File: config.mk
export PLATFORM = sky130hd
export DESIGN_NAME = ps2_mouse_packet_tracker_unit
export DESIGN_NICKNAME = d
export VERILOG_FILES = /design/src/hw/rtl/mpt_pkg.sv /design/src/hw/rtl/mpt_packet_asm.sv /design/src/hw/rtl/mpt_axis_clamp.sv /design/src/hw/rtl/ps2_mouse_packet_tracker_unit.sv
export SDC_FILE = /design/constraint.sdc
export NUM_CORES = 1
export LEC_CHECK = 0
export ABC_CLOCK_PERIOD_IN_PS = 5400
export BUFFER_PORTS_ARGS = -buffer_cell sky130_fd_sc_hd__clkbuf_2
export CORE_MARGIN = 1.5
export CORE_UTILIZATION = 45
export DETAILED_ROUTE_END_ITERATION = 10
export PLACE_DENSITY = 0.64
export SLEW_MARGIN = 20
export SYNTH_ARGS = -nofsm -noshare
export SYNTH_HDL_FRONTEND = slang
export SYNTH_SLANG_ARGS = --single-unit
export TNS_END_PERCENT = 100
File: constraint.sdc
create_clock -name aclk -period 5.4 [get_ports aclk]
set_input_delay 0.27 -clock aclk [delete_from_list [all_inputs] [get_ports aclk]]
set_output_delay 0.27 -clock aclk [all_outputs]
set_load 0.01 [all_outputs]
File: src/hw/rtl/mpt_pkg.sv
// ----------------------------------------------------------------------------
// mpt_pkg
// Shared types and constants for the mouse packet tracker.
// ----------------------------------------------------------------------------
`default_nettype none

package mpt_pkg;

    localparam int POS_BITS  = 12;
    localparam int COORD_W   = 12;
    localparam int SIZE_W    = 13;
    localparam int DELTA_W   = 10;
    localparam int LIM_W     = (POS_BITS + 1 > SIZE_W) ? POS_BITS + 1 : SIZE_W;
    localparam int SUM_W     = POS_BITS + 2;
    localparam int CFG_IDX_W = 8;
    localparam int OUT_DATA_W = 32;

    localparam logic [CFG_IDX_W-1:0] CFG_SCREEN_WIDTH  = CFG_IDX_W'(0);
    localparam logic [CFG_IDX_W-1:0] CFG_SCREEN_HEIGHT = CFG_IDX_W'(1);

    localparam logic [SIZE_W-1:0] WIDTH_RESET  = SIZE_W'(640);
    localparam logic [SIZE_W-1:0] HEIGHT_RESET = SIZE_W'(480);

    localparam logic [1:0] IDX_HEADER = 2'd0;
    localparam logic [1:0] IDX_X_MOVE = 2'd1;
    localparam logic [1:0] IDX_Y_MOVE = 2'd2;
    localparam logic [1:0] IDX_UNUSED = 2'd3;

    localparam int BTN_LEFT_BIT   = 0;
    localparam int BTN_RIGHT_BIT  = 1;
    localparam int BTN_MIDDLE_BIT = 2;
    localparam int SYNC_BIT       = 3;
    localparam int X_SIGN_BIT     = 4;
    localparam int Y_SIGN_BIT     = 5;

    typedef struct packed {
        logic                      done;
        logic signed [DELTA_W-1:0] dx;
        logic signed [DELTA_W-1:0] dy_neg;
        logic                      left;
        logic                      right;
        logic                      middle;
    } pkt_t;

endpackage

`default_nettype wire

File: src/hw/rtl/mpt_packet_asm.sv
// ----------------------------------------------------------------------------
// mpt_packet_asm
// Gathers three-byte packets, keeps header sync and decodes the deltas.
// ----------------------------------------------------------------------------
`default_nettype none

module mpt_packet_asm
    import mpt_pkg::*;
(
    input  wire logic       aclk,
    input  wire logic       aresetn,
    input  wire logic       advance,
    input  wire logic [7:0] rx_byte,
    output pkt_t            pkt
);

    logic [1:0] byte_index_reg, byte_index_next;
    logic [7:0] header_reg, header_next;
    logic [7:0] x_move_reg, x_move_next;
    logic       done;

    always_comb begin
        byte_index_next = byte_index_reg;
        header_next     = header_reg;
        x_move_next     = x_move_reg;
        done            = 1'b0;
        unique case (byte_index_reg)
            IDX_X_MOVE: begin
                x_move_next     = rx_byte;
                byte_index_next = IDX_Y_MOVE;
            end
            IDX_Y_MOVE: begin
                byte_index_next = IDX_HEADER;
                done            = 1'b1;
            end
            default: begin
                if (rx_byte[SYNC_BIT]) begin
                    header_next     = rx_byte;
                    byte_index_next = IDX_X_MOVE;
                end else begin
                    byte_index_next = IDX_HEADER;
                end
            end
        endcase
    end

    always_ff @(posedge aclk) begin
        if (!aresetn) begin
            byte_index_reg <= IDX_HEADER;
        end else if (advance) begin
            byte_index_reg <= byte_index_next;
        end
    end

    always_ff @(posedge aclk) begin
        if (advance) begin
            header_reg <= header_next;
            x_move_reg <= x_move_next;
        end
    end

    // 9-bit two's complement deltas, sign from the header
    logic signed [DELTA_W-1:0] dx_ext;
    logic signed [DELTA_W-1:0] dy_ext;

    assign dx_ext = DELTA_W'($signed({header_reg[X_SIGN_BIT], x_move_reg}));
    assign dy_ext = DELTA_W'($signed({header_reg[Y_SIGN_BIT], rx_byte}));

    assign pkt.done   = done;
    assign pkt.dx     = dx_ext;
    assign pkt.dy_neg = -dy_ext;
    assign pkt.left   = header_reg[BTN_LEFT_BIT];
    assign pkt.right  = header_reg[BTN_RIGHT_BIT];
    assign pkt.middle = header_reg[BTN_MIDDLE_BIT];

`ifndef SYNTHESIS
    a_index_valid: assert property (@(posedge aclk) disable iff (!aresetn)
        byte_index_reg != IDX_UNUSED)
        else $error("packet index reached unused code");

    a_header_synced: assert property (@(posedge aclk) disable iff (!aresetn)
        (byte_index_reg == IDX_X_MOVE || byte_index_reg == IDX_Y_MOVE)
            |-> header_reg[SYNC_BIT])
        else $error("packet started on header without sync bit");

    a_unsynced_dropped: assert property (@(posedge aclk) disable iff (!aresetn)
        (advance && byte_index_reg == IDX_HEADER && !rx_byte[SYNC_BIT])
            |=> byte_index_reg == IDX_HEADER)
        else $error("byte without sync bit started a packet");
`endif

endmodule

`default_nettype wire

File: src/hw/rtl/mpt_axis_clamp.sv
// ----------------------------------------------------------------------------
// mpt_axis_clamp
// Moves one coordinate by a signed delta and clamps it to the screen size.
// ----------------------------------------------------------------------------
`default_nettype none

module mpt_axis_clamp
    import mpt_pkg::*;
(
    input  wire logic        [POS_BITS-1:0] pos,
    input  wire logic signed [DELTA_W-1:0]  delta,
    input  wire logic        [SIZE_W-1:0]   size,
    output logic             [POS_BITS-1:0] new_pos
);

    localparam logic [LIM_W-1:0] CAP = LIM_W'(1) << POS_BITS;

    logic [LIM_W-1:0]        size_w;
    logic [POS_BITS-1:0]     limit;
    logic signed [SUM_W-1:0] sum;
    logic signed [SUM_W-1:0] limit_s;

    assign size_w = LIM_W'(size);

    always_comb begin
        if (size_w == '0) begin
            limit = '0;
        end else if (size_w > CAP) begin
            limit = POS_BITS'(CAP - LIM_W'(1));
        end else begin
            limit = POS_BITS'(size_w - LIM_W'(1));
        end
    end

    assign sum     = $signed(SUM_W'(pos)) + SUM_W'(delta);
    assign limit_s = $signed(SUM_W'(limit));

    always_comb begin
        if (sum < 0) begin
            new_pos = '0;
        end else if (sum > limit_s) begin
            new_pos = limit;
        end else begin
            new_pos = POS_BITS'(sum);
        end
    end

endmodule

`default_nettype wire

File: src/hw/rtl/ps2_mouse_packet_tracker_unit.sv
// ----------------------------------------------------------------------------
// ps2_mouse_packet_tracker_unit
// Three-byte mouse packet decoder with a clamped cursor position.
// ----------------------------------------------------------------------------
//  channel  | direction | carries
//  s_axis   | in        | one received mouse byte per transfer
//  m_axis   | out       | cursor position and buttons, one per complete packet
//  cfg      | in        | screen width (index 0) and height (index 1)
//
//  a byte passes through the input register, and a completed packet's result through the result register
//  a byte can be taken every cycle unless held back as below; the position update is a single add and clamp
//  a stalled result only holds back a byte that would complete the next packet
//  reset is synchronous and restores 640 x 480 with the cursor at the origin
// ----------------------------------------------------------------------------
`default_nettype none

module ps2_mouse_packet_tracker_unit
    import mpt_pkg::*;
(
    input  wire logic                  aclk,
    input  wire logic                  aresetn,

    input  wire logic                  s_tvalid,
    output logic                       s_tready,
    input  wire logic [7:0]            s_tdata,   // [7:0] rx_byte

    output logic                       m_tvalid,
    input  wire logic                  m_tready,
    output logic [OUT_DATA_W-1:0]      m_tdata,   // [11:0] cursor_x, [23:12] cursor_y,
                                                  // [24] left_pressed, [25] right_pressed,
                                                  // [26] middle_pressed, [31:27] zero

    input  wire logic                  cfg_valid,
    output logic                       cfg_ready,
    input  wire logic [CFG_IDX_W-1:0]  cfg_index,
    input  wire logic [SIZE_W-1:0]     cfg_data
);

    logic                  in_valid_reg;
    logic [7:0]            in_byte_reg;
    logic                  out_valid_reg, out_valid_next;
    logic [OUT_DATA_W-1:0] out_data_reg, out_data_next;
    logic [POS_BITS-1:0]   pos_x_reg, pos_x_next;
    logic [POS_BITS-1:0]   pos_y_reg, pos_y_next;
    logic [SIZE_W-1:0]     width_reg, height_reg;

    logic advance;
    pkt_t pkt;

    mpt_packet_asm u_asm (
        .aclk    (aclk),
        .aresetn (aresetn),
        .advance (advance),
        .rx_byte (in_byte_reg),
        .pkt     (pkt)
    );

    mpt_axis_clamp u_clamp_x (
        .pos     (pos_x_reg),
        .delta   (pkt.dx),
        .size    (width_reg),
        .new_pos (pos_x_next)
    );

    mpt_axis_clamp u_clamp_y (
        .pos     (pos_y_reg),
        .delta   (pkt.dy_neg),
        .size    (height_reg),
        .new_pos (pos_y_next)
    );

    assign advance   = in_valid_reg && (!pkt.done || !out_valid_reg || m_tready);
    assign s_tready  = !in_valid_reg || advance;
    assign cfg_ready = 1'b1;

    always_comb begin
        out_valid_next = out_valid_reg && !m_tready;
        out_data_next  = out_data_reg;
        if (advance && pkt.done) begin
            out_valid_next = 1'b1;
            out_data_next  = {5'b0, pkt.middle, pkt.right, pkt.left,
                              COORD_W'(pos_y_next), COORD_W'(pos_x_next)};
        end
    end

    always_ff @(posedge aclk) begin
        if (!aresetn) begin
            in_valid_reg  <= 1'b0;
            out_valid_reg <= 1'b0;
            pos_x_reg     <= '0;
            pos_y_reg     <= '0;
            width_reg     <= WIDTH_RESET;
            height_reg    <= HEIGHT_RESET;
        end else begin
            if (s_tready) begin
                in_valid_reg <= s_tvalid;
            end
            out_valid_reg <= out_valid_next;
            if (advance && pkt.done) begin
                pos_x_reg <= pos_x_next;
                pos_y_reg <= pos_y_next;
            end
            if (cfg_valid && cfg_ready) begin
                if (cfg_index == CFG_SCREEN_WIDTH) begin
                    width_reg <= cfg_data;
                end else if (cfg_index == CFG_SCREEN_HEIGHT) begin
                    height_reg <= cfg_data;
                end
            end
        end
    end

    always_ff @(posedge aclk) begin
        if (s_tvalid && s_tready) begin
            in_byte_reg <= s_tdata;
        end
        out_data_reg <= out_data_next;
    end

    assign m_tvalid = out_valid_reg;
    assign m_tdata  = out_data_reg;

`ifndef SYNTHESIS
    a_reset_no_result: assert property (@(posedge aclk)
        !aresetn |=> !out_valid_reg)
        else $error("result valid right after reset");

    a_packet_gives_result: assert property (@(posedge aclk) disable iff (!aresetn)
        (advance && pkt.done) |=> out_valid_reg)
        else $error("completed packet produced no result");

    a_result_from_packet: assert property (@(posedge aclk) disable iff (!aresetn)
        $rose(out_valid_reg) |-> $past(advance && pkt.done))
        else $error("result appeared without a completed packet");
`endif

endmodule

`default_nettype wire

==> flow_metrics.env, run 1 <==
export IMPL_outcome="finished clean"
export IMPL_vdd_drop_max_mv=0.157
export IMPL_synth_common_cells="nor2_1, nand2_1, ha_1, dfxtp_1, inv_1"
export IMPL_hp_start="s_tdata[7]"
export IMPL_grt_max_degree=35
export IMPL_dp_final_hpwl_mm=11.6
export IMPL_fmax_ghz=0.218
export IMPL_synth_distinct_cells=81
export IMPL_area_delta_synth_final_pct=11.5
export IMPL_clock_power_share_pct=41.3
export IMPL_io_pins=69
export IMPL_yosys_warnings=0
export IMPL_grt_pass1_vias=4857
export IMPL_intPower_uw=1250
export IMPL_ys_async_sr_fraction_pct=0
export IMPL_fp_dieW_um=124
export IMPL_drt_pass1_iter_count=5
export IMPL_finalCriticalPeriod_ns=4.58
export IMPL_grt_busiest_layer="met2"
export IMPL_syn_avg_cell_area_um2=9.49
export IMPL_use_met2_pct=33.3
export IMPL_setup_worst_path_start="height_reg[2]"
export IMPL_placed_cells=912
export IMPL_core_mm2=0.0140
export IMPL_p_sw_share_pct=23.6
export IMPL_ys_ff_latch=102
export IMPL_tns_ns=0
export IMPL_clk_pin_slew_ns=0.07
export IMPL_fill_cells=1275
export IMPL_largest_register_ffs=27
export IMPL_combPwrFrac_pct=8.1
export IMPL_synth_top_area_share_pct=22.0
export IMPL_drc_errors=0
export IMPL_nNetsFinal=835
export IMPL_cellPowerDensity_mw_per_mm2=224
export IMPL_cts_resized=0
export IMPL_grtUsageTotal_pct=20.6
export IMPL_grt_setup_unrepaired="no"
export IMPL_pwr_share_seq_pct=50.6
export IMPL_r2r_start="height_reg[2]"
export IMPL_dr_first_iter_drc_count=423
export IMPL_grt_overflow=0
export IMPL_holdWs_ns=0.0891
export IMPL_drive_above_1_share_pct=14.6
export IMPL_cts_tree="done"
export IMPL_fin_crit_sh_pct=84.8
export IMPL_rows=43
export IMPL_ff_latch_area_mm2=0.00252
export IMPL_critPathLaunchType="flop"
export IMPL_cts_root_buffer="clkbuf_16"
export IMPL_cts_setup_buffers=0
export IMPL_synth_edf_count=48
export IMPL_ctsHtreeMaxLevel=3
export IMPL_grtUsageMet3_pct=3.66
export IMPL_relSlewSlack_pct=40.9
export IMPL_clock_path_buffers=2
export IMPL_tightest_slew_ns=0.882
export IMPL_clk_latency_ns=0.36
export IMPL_numCtsBuffers=9
export IMPL_synth_seq_area_share_pct=38.5
export IMPL_setup_viol_count_final=0
export IMPL_viasPerCell=5.53
export IMPL_synthTopCellsByArea="edfxtp_1, dfxtp_1, ha_1, mux2i_1, nor2_1"
export IMPL_leakage_uw=0.00320
export IMPL_die_y_um=124
export IMPL_multiInputGateArea_mm2=0.00372
export IMPL_cts_sinks=102
export IMPL_cp_max_fo=12
export IMPL_gp_congestion=0.845
export IMPL_r2r_slack_ns=0.82
export IMPL_crit_path_end_kind="flop"
export IMPL_io_buffers=62
export IMPL_r2r_cells=15
export IMPL_syn_instance_count=690
export IMPL_maxCapViolations=0
export IMPL_fin_skew_ns=0.00907
export IMPL_yosys_area_top_type="edfxtp_1"
export IMPL_worstPathRequired_ns=5.49
export IMPL_num_vias=5134
export IMPL_crit_type="reg2reg"
export IMPL_start_util_pct=46.6
export IMPL_syn_area_mm2=0.00655
export IMPL_hold_depth=1
export IMPL_routed_wl_mm=14.8
export IMPL_dieArea_mm2=0.0153
export IMPL_grt_pass1_wl_mm=24.1
export IMPL_p_sw_uw=385
export IMPL_antenna_found_initial=0
export IMPL_worstPathArrival_ns=4.67
export IMPL_fin_cells=928
export IMPL_antenna_left=0
export IMPL_slew_violations=0
export IMPL_synth_most_common_cell="nor2_1"
export IMPL_insertedDiodeCount=0
export IMPL_p_total_uw=1640
export IMPL_wl_per_cell_um=15.9
export IMPL_hp_class="in2reg"
export IMPL_final_hold_viol_count=0
export IMPL_whs_endpoint="in_byte_reg[7]"
export IMPL_worstReg2RegEnd="m_tdata[14]"
export IMPL_use_met1_pct=27.0
export IMPL_synthFlopType="dfxtp_1"
export IMPL_hold_buffers=0
==> layout by cell type (no fill, tap or decap), types with 19 or more instances in the layout <==
| cell | instances |
|---|---|
| a21oi_1 | 23 |
| clkbuf_2 | 62 |
| dfxtp_1 | 54 |
| edfxtp_1 | 48 |
| ha_1 | 56 |
| inv_1 | 51 |
| mux2i_1 | 44 |
| nand2_1 | 58 |
| nor2_1 | 61 |
| nor2b_1 | 29 |
| o21ai_0 | 30 |
| o21ai_1 | 22 |
| xnor2_1 | 19 |
==> cell type report <==
| cell class | count | share of cell area [%] |
|---|---|---|
| Clock buffer | 11 | 3.33 |
| Clock inverter | 5 | 0.891 |
| Inverter | 51 | 2.62 |
| Multi-Input combinational cell | 514 | 51.0 |
| Sequential cell | 102 | 34.6 |
| Tap cell | 180 | 3.09 |
| Timing Repair Buffer | 65 | 4.56 |
==> per-layer routing <==
| layer | vias up | part of all wire [%] |
|---|---|---|
| met5 | - | 0 |
| met4 | 0 | 2.9 |
| met3 | 30 | 3.9 |
| met2 | 117 | 46 |
| met1 | 2422 | 47 |
| li1 | 2565 | - |
==> stage by stage <==
stage	setup slack [ns]	utilization (%)	instance area (µm²)
6_report	0.820	52.0	7300
5_1_grt	0.383	52.0	7300
4_1_cts	0.821	51.9	7290
3_5_place_dp	0.844	49.7	6980
3_3_place_gp	0.998	49.7	6980
2_1_floorplan	1.55	-	6560
==> power groups by stage <==
stage / logic (µW) / clock network [µW] / registers, µW
floorplan: 96.7 / 0 / 841
global placement: 128 / 0 / 845
detailed placement: 131 / 0 / 845
CTS: 132 / 685 / 828
global route: 149 / 718 / 829
finish: 133 / 676 / 827
==> worst max-delay path, cell delays in order, from the launching register on <==
cell,delay [ns]
dfxtp_1,0.39
nor4_4,0.36
or4b_4,0.55
nor2_1,0.49
nand2_1,0.22
a21o_1,0.25
inv_1,0.06
ha_1,0.23
a21o_1,0.16
a21o_1,0.17
a211oi_1,0.25
a211oi_1,0.17
o2111ai_1,0.25
nand3_2,0.36
mux2i_1,0.34
nor2_1,0.06
==> how the worst max path moves through the flow <==
stage / endpoint / slack (ns)
after floorplan: m_tdata[14] / 1.55
after global placement: m_tdata[20] / 1.0
after detailed placement: m_tdata[20] / 0.84
after CTS: m_tdata[14] / 0.82
after global routing: m_tdata[17] / 0.38
final: m_tdata[14] / 0.82
==> kinds of logic (layout without fill, tap and decap cells) <==
family,count (synthesis),in the layout,synth area share [%]
and+or+nand+nor,212,212,16.5
AOI/OAI and AO/OA,160,160,16.7
DFF,102,102,38.5
buffers and inverters,78,132,5.14
adders and majority gates,58,58,11.3
muxes,48,48,7.70
xor gates and xnor gates,30,30,4.01
other,2,6,0.115
No activity file was read; power rests on OpenSTA's default activity.
==> inputs of run 2 (changes only) <==
--- a/config.mk
+++ b/config.mk
@@ -5,12 +5,13 @@
 export SDC_FILE = /design/constraint.sdc
 export NUM_CORES = 1
 export LEC_CHECK = 0
-export ABC_CLOCK_PERIOD_IN_PS = 5400
+export ABC_AREA = 1
+export ABC_CLOCK_PERIOD_IN_PS = 3800
 export BUFFER_PORTS_ARGS = -buffer_cell sky130_fd_sc_hd__clkbuf_2
 export CORE_MARGIN = 1.5
 export CORE_UTILIZATION = 45
 export DETAILED_ROUTE_END_ITERATION = 10
-export PLACE_DENSITY = 0.64
+export PLACE_DENSITY = 0.66
 export SLEW_MARGIN = 20
 export SYNTH_ARGS = -nofsm -noshare
 export SYNTH_HDL_FRONTEND = slang
==> constraint.sdc (replaced) <==
create_clock -name aclk -period 3.8 [get_ports aclk]
set_input_delay 0.19 -clock aclk [delete_from_list [all_inputs] [get_ports aclk]]
set_output_delay 0.19 -clock aclk [all_outputs]
set_load 0.01 [all_outputs]
==> flow_metrics.env, run 2 <==
export IMPL_antenna_left=0
export IMPL_cpMaxStageDelayCell="edfxtp_1"
export IMPL_clk_latency_ns=0.36
export IMPL_cts_sinks=102
export IMPL_r2r_start="in_byte_reg[2]"
export IMPL_drc_errors=0
export IMPL_crit_type="reg2reg"
export IMPL_viasPerCell=5.01
export IMPL_fin_cells=1103
export IMPL_start_util_pct=46.0
export IMPL_cp_max_fo=13
export IMPL_gp_congestion=0.876
export IMPL_ff_latch_area_mm2=0.00252
export IMPL_p_sw_uw=596
export IMPL_wl_per_cell_um=13.4
export IMPL_cts_root_buffer="clkbuf_16"
export IMPL_syn_avg_cell_area_um2=7.78
export IMPL_synth_edf_count=48
export IMPL_area_delta_synth_final_pct=11.4
export IMPL_ctsHtreeMaxLevel=3
export IMPL_combPwrFrac_pct=9.4
export IMPL_p_total_uw=2300
export IMPL_outcome="finished clean"
export IMPL_drt_pass1_iter_count=5
export IMPL_p_sw_share_pct=26.0
export IMPL_ys_async_sr_fraction_pct=0
export IMPL_setup_worst_path_start="in_byte_reg[2]"
export IMPL_fmax_ghz=0.292
export IMPL_fin_skew_ns=0.00945
export IMPL_multiInputGateArea_mm2=0.00346
export IMPL_cellPowerDensity_mw_per_mm2=309
export IMPL_setup_viol_count_final=0
export IMPL_num_vias=5523
export IMPL_hp_class="in2reg"
export IMPL_pwr_share_seq_pct=51.2
export IMPL_intPower_uw=1700
export IMPL_worstPathArrival_ns=3.54
export IMPL_routed_wl_mm=14.7
export IMPL_layout_commonest_cell="nand2_1"
export IMPL_io_buffers=62
export IMPL_antenna_found_initial=0
export IMPL_tns_ns=0
export IMPL_synth_top_area_share_pct=21.6
export IMPL_synth_seq_area_share_pct=37.8
export IMPL_syn_area_mm2=0.00668
export IMPL_max_stage_delay_ns=0.40
export IMPL_holdWs_ns=0.00834
export IMPL_tightest_slew_ns=0.992
export IMPL_numCtsBuffers=9
export IMPL_grtUsageTotal_pct=19.4
export IMPL_clock_path_buffers=2
export IMPL_leakage_uw=0.00367
export IMPL_nNetsFinal=1006
export IMPL_grt_overflow=0
export IMPL_finalCriticalPeriod_ns=3.43
export IMPL_yosys_area_top_type="edfxtp_1"
export IMPL_cp_cell_sequence="inv_1, ha_1, a21oi_1, nand2_1, nand2_1, nand2_2, a21oi_1, o21ai_0, xor2_1, inv_1, ha_1, a21oi_1, a21boi_1, nand3_2, nand2_4, nand2_1, nand3_1, inv_1"
export IMPL_synthFlopType="dfxtp_1"
export IMPL_fill_cells=1457
export IMPL_synth_common_cells="nand2_1, inv_1, o21ai_0, nand3_1, nor2_1"
export IMPL_synth_distinct_cells=39
export IMPL_grt_max_degree=77
export IMPL_grt_pass1_vias=4904
export IMPL_relSlewSlack_pct=33.9
export IMPL_rows=44
export IMPL_cts_tree="done"
export IMPL_layout_common_cells="nand2_1, inv_1, o21ai_0"
export IMPL_fp_dieW_um=125
export IMPL_dieArea_mm2=0.0156
export IMPL_core_mm2=0.0145
export IMPL_syn_instance_count=858
export IMPL_clock_power_share_pct=39.4
export IMPL_dr_first_iter_drc_count=311
export IMPL_synth_most_common_cell="nand2_1"
export IMPL_fin_crit_sh_pct=90.2
export IMPL_worstPathRequired_ns=3.91
export IMPL_drive_above_1_share_pct=15.9
export IMPL_insertedDiodeCount=0
export IMPL_io_pins=69
export IMPL_yosys_warnings=0
export IMPL_grt_pass1_wl_mm=24.2
export IMPL_final_hold_viol_count=0
export IMPL_critPathLaunchType="flop"
export IMPL_grt_setup_unrepaired="no"
export IMPL_clk_pin_slew_ns=0.07
export IMPL_crit_path_end_kind="flop"
export IMPL_die_y_um=125
export IMPL_maxCapViolations=0
export IMPL_hp_start="s_tdata[5]"
export IMPL_ys_ff_latch=102
export IMPL_slew_violations=0
export IMPL_placed_cells=1085
export IMPL_vdd_drop_max_mv=0.258
export IMPL_synthTopCellsByArea="edfxtp_1, dfxtp_1, ha_1, nand2_1, inv_1"
export IMPL_dp_final_hpwl_mm=11.3
export IMPL_final_core_util_pct=51.2
export IMPL_r2r_slack_ns=0.37
export IMPL_largest_register_ffs=27
[run 2: cell count changes in the layout (fill, tap and decap cells not counted), moves of 20 or more]
cell     change
a21oi_1     +26
a21oi_2     +20
inv_1       +88
mux2i_1     -44
nand2_1    +104
nand3_1     +50
nor2b_1     -29
o21ai_0     +40
o21ai_1     -22
[run 2: final timing paths]
kind                                       end  cells after the start
worst max-delay path               m_tdata[14]                     18
worst min-delay path            in_byte_reg[5]                      1
worst min register to register     m_tdata[25]                      0
worst max register to register     m_tdata[14]                     18
[run 2: metrics by stage]
stage / area [µm²] / worst slack [ns]
floorplan: 6690 / 0.812
global placement: 7130 / 0.343
detailed placement: 7130 / 0.342
CTS: 7440 / 0.302
global route: 7440 / 0.00377
finish: 7440 / 0.373
[run 2: metal layers]
layer	vias up	track usage (%)	part of all wire [%]
met3	15	3.35	5.7
met5	-	0	0
li1	2924	-	-
met4	0	5.95	1.3
met1	2460	29.2	52
met2	124	28.1	41
[run 2: final cells by class]
cell class | count | share of cell area [%]
clock inverter | 7 | 0.807
tap | 184 | 3.09
timing repair buffer | 72 | 5.25
inverter | 146 | 7.37
sequential | 102 | 33.9
multi-input combinational | 583 | 46.6
clock buffer | 9 | 3.03
[run 2: worst max-delay path, delay by kind of cell, from the launching register on]
family                     cells  cell delay, ns
and+or+nand+nor                7            0.93
AOI/OAI and AO/OA              5            0.81
adders and majority gates      2            0.64
DFF                            1            0.40
buffers and inverters          3            0.20
xor gates and xnor gates       1            0.19
[run 2: cell families (layout without fill, tap and decap cells)]
| group | Yosys count | in the layout | share of synthesized area, % |
|---|---|---|---|
| AO/OA/AOI/OAI | 157 | 157 | 13.9 |
| XOR/XNOR | 25 | 25 | 3.39 |
| adder cells (fa/ha/maj) | 58 | 58 | 11.1 |
| buffers and inverters | 177 | 234 | 10.7 |
| flip-flops | 102 | 102 | 37.8 |
| other | 2 | 6 | 0.112 |
| AND/OR/NAND/NOR | 337 | 337 | 23.1 |
[run 2: power by group through the flow]
stage | clock network, µW | logic [µW] | registers, µW
6_report | 905 | 215 | 1180
5_1_grt | 968 | 244 | 1180
4_1_cts | 929 | 215 | 1180
3_5_place_dp | 0 | 212 | 1200
3_3_place_gp | 0 | 210 | 1200
2_1_floorplan | 0 | 156 | 1200
[run 2: timing repair]
action,CTS,global route
hold buffers,2,0
hold endpoints to repair,2,0
setup endpoints to repair,0,11
buffers inserted,0,0
gates resized for setup,0,1
==> inputs of run 3 (changes only) <==
--- a/config.mk
+++ b/config.mk
@@ -6,12 +6,12 @@
 export NUM_CORES = 1
 export LEC_CHECK = 0
 export ABC_AREA = 1
-export ABC_CLOCK_PERIOD_IN_PS = 3800
+export ABC_CLOCK_PERIOD_IN_PS = 3850
 export BUFFER_PORTS_ARGS = -buffer_cell sky130_fd_sc_hd__clkbuf_2
 export CORE_MARGIN = 1.5
 export CORE_UTILIZATION = 45
 export DETAILED_ROUTE_END_ITERATION = 10
-export PLACE_DENSITY = 0.66
+export PLACE_DENSITY = 0.64
 export SLEW_MARGIN = 20
 export SYNTH_ARGS = -nofsm -noshare
 export SYNTH_HDL_FRONTEND = slang
==> constraint.sdc (replaced) <==
create_clock -name aclk -period 3.85 [get_ports aclk]
set_input_delay 0.1925 -clock aclk [delete_from_list [all_inputs] [get_ports aclk]]
set_output_delay 0.1925 -clock aclk [all_outputs]
set_load 0.01 [all_outputs]
==> flow_metrics.env, run 3 (same netlist as run 2, synthesis figures left out) <==
export IMPL_start_util_pct=46.0
export IMPL_area_delta_synth_final_pct=12.0
export IMPL_worstPathRequired_ns=3.97
export IMPL_crit_path_end_kind="flop"
export IMPL_clock_path_buffers=2
export IMPL_fp_dieW_um=125
export IMPL_cts_root_buffer="clkbuf_16"
export IMPL_drc_errors=0
export IMPL_clk_latency_ns=0.36
export IMPL_antenna_found_initial=0
export IMPL_cts_sinks=102
export IMPL_numCtsBuffers=9
export IMPL_outcome="finished clean"
export IMPL_viasPerCell=5.01
export IMPL_tightest_slew_ns=1.00
export IMPL_ctsHtreeMaxLevel=3
export IMPL_fin_crit_sh_pct=92.3
export IMPL_worstPathArrival_ns=3.67
export IMPL_fin_skew_ns=0.00959
export IMPL_leakage_uw=0.00368
export IMPL_grtUsageTotal_pct=19.9
export IMPL_dp_final_hpwl_mm=11.4
export IMPL_clk_pin_slew_ns=0.08
export IMPL_final_hold_viol_count=0
export IMPL_p_total_uw=2330
export IMPL_nNetsFinal=1006
export IMPL_dr_first_iter_drc_count=454
export IMPL_grt_pass1_vias=4958
export IMPL_fill_cells=1430
export IMPL_wl_per_cell_um=13.7
export IMPL_die_y_um=125
export IMPL_io_pins=69
export IMPL_drt_pass1_iter_count=4
export IMPL_insertedDiodeCount=0
export IMPL_layout_common_cells="nand2_1, inv_1, o21ai_0"
export IMPL_tns_ns=0
export IMPL_num_vias=5524
export IMPL_relSlewSlack_pct=33.0
export IMPL_grt_overflow=0
export IMPL_setup_viol_count_final=0
export IMPL_hp_class="in2reg"
export IMPL_fmax_ghz=0.281
export IMPL_dieArea_mm2=0.0156
export IMPL_cp_max_fo=14
export IMPL_rows=44
export IMPL_io_buffers=62
export IMPL_core_mm2=0.0145
export IMPL_gp_congestion=0.873
export IMPL_maxCapViolations=0
export IMPL_ff_latch_area_mm2=0.00252
export IMPL_routed_wl_mm=15.1
export IMPL_cts_tree="done"
export IMPL_grt_pass1_wl_mm=24.9
export IMPL_vdd_drop_max_mv=0.246
export IMPL_slew_violations=0
export IMPL_largest_register_ffs=27
export IMPL_finalCriticalPeriod_ns=3.55
export IMPL_grt_max_degree=53
export IMPL_multiInputGateArea_mm2=0.00348
export IMPL_layout_commonest_cell="nand2_1"
export IMPL_drive_above_1_share_pct=15.6
export IMPL_cellPowerDensity_mw_per_mm2=312
export IMPL_cts_setup_buffers=0
export IMPL_critPathLaunchType="flop"
export IMPL_grt_setup_unrepaired="no"
export IMPL_antenna_left=0
export IMPL_crit_type="reg2reg"
run 3: cell types whose count changed in the layout (fill, tap and decap cells not counted):
cell / change
buf_12: +1
buf_4: -4
bufinv_16: +1
clkinv_1: +1
dlygate4sd3_1: +2
inv_6: -3
inv_8: +1
nand2_2: +1
nand3_2: -1
nand3_4: +1
run 3: worst max-delay path, stage by stage (launching register included):
cell      delay [ns]
edfxtp_1        0.41
inv_1           0.25
ha_1            0.34
nand2_1         0.11
inv_1           0.04
nand2_1         0.06
nand2_1         0.07
a21oi_1         0.21
o21ai_0         0.14
xor2_1          0.22
inv_1           0.07
ha_1            0.31
a21oi_1         0.13
a21boi_1        0.28
nand3_4         0.21
nand2_2         0.21
nand2_1         0.08
nand3_1         0.11
inv_1           0.05
run 3: path summary, 6_finish.rpt:
check	startpoint	end	slack, ns	cells past startpoint
setup / recovery	u_asm.header_reg[5]	m_tdata[15]	0.30	18
hold reg to reg	u_asm.header_reg[2]	m_tdata[26]	0.42	0
setup reg to reg	u_asm.header_reg[5]	m_tdata[15]	0.30	18
hold / removal	s_tdata[2]	in_byte_reg[2]	0.02	1
run 3: layout make-up:
cell class | count | area share, %
Clock buffer | 9 | 3.01
Clock inverter | 7 | 1.05
Timing Repair Buffer | 71 | 5.35
Inverter | 146 | 7.32
Multi-Input combinational cell | 584 | 46.5
Tap cell | 184 | 3.08
Sequential cell | 102 | 33.7
run 3: through the flow:
| step | util, % | instances | worst slack, ns | hold slack [ns] | instance area [µm²] |
|---|---|---|---|---|---|
| after global placement | 49.0 | 1082 | 0.274 | 0.376 | 7120 |
| after detailed placement | 49.0 | 1082 | 0.251 | 0.371 | 7120 |
| after global routing | 51.5 | 1103 | 0.0185 | 0.00504 | 7480 |
| after CTS | 51.3 | 1101 | 0.240 | 0.00115 | 7450 |
| after floorplan | - | 862 | 0.862 | 0.291 | 6690 |
| final | 51.5 | 1103 | 0.297 | 0.0240 | 7480 |
run 3: power breakdown:
part | internal (µW) | switching [µW]
combinational | 76.8 | 137
sequential | 1150 | 12.6
clock | 514 | 442
run 3: metal layers:
metal / track usage [%] / vias to the layer above / share of wire, %
met2: 27.6 / 119 / 40
li1: - / 2925 / -
met4: 5.55 / 0 / 1.5
met5: 0 / - / 0
met3: 4.08 / 15 / 4.6
met1: 30.8 / 2465 / 54
run 3: what timing repair did:
action                     CTS  global route
hold buffers                 3             1
gates resized for setup      0             2
setup endpoints to repair    0            12
hold endpoints to repair     3             1
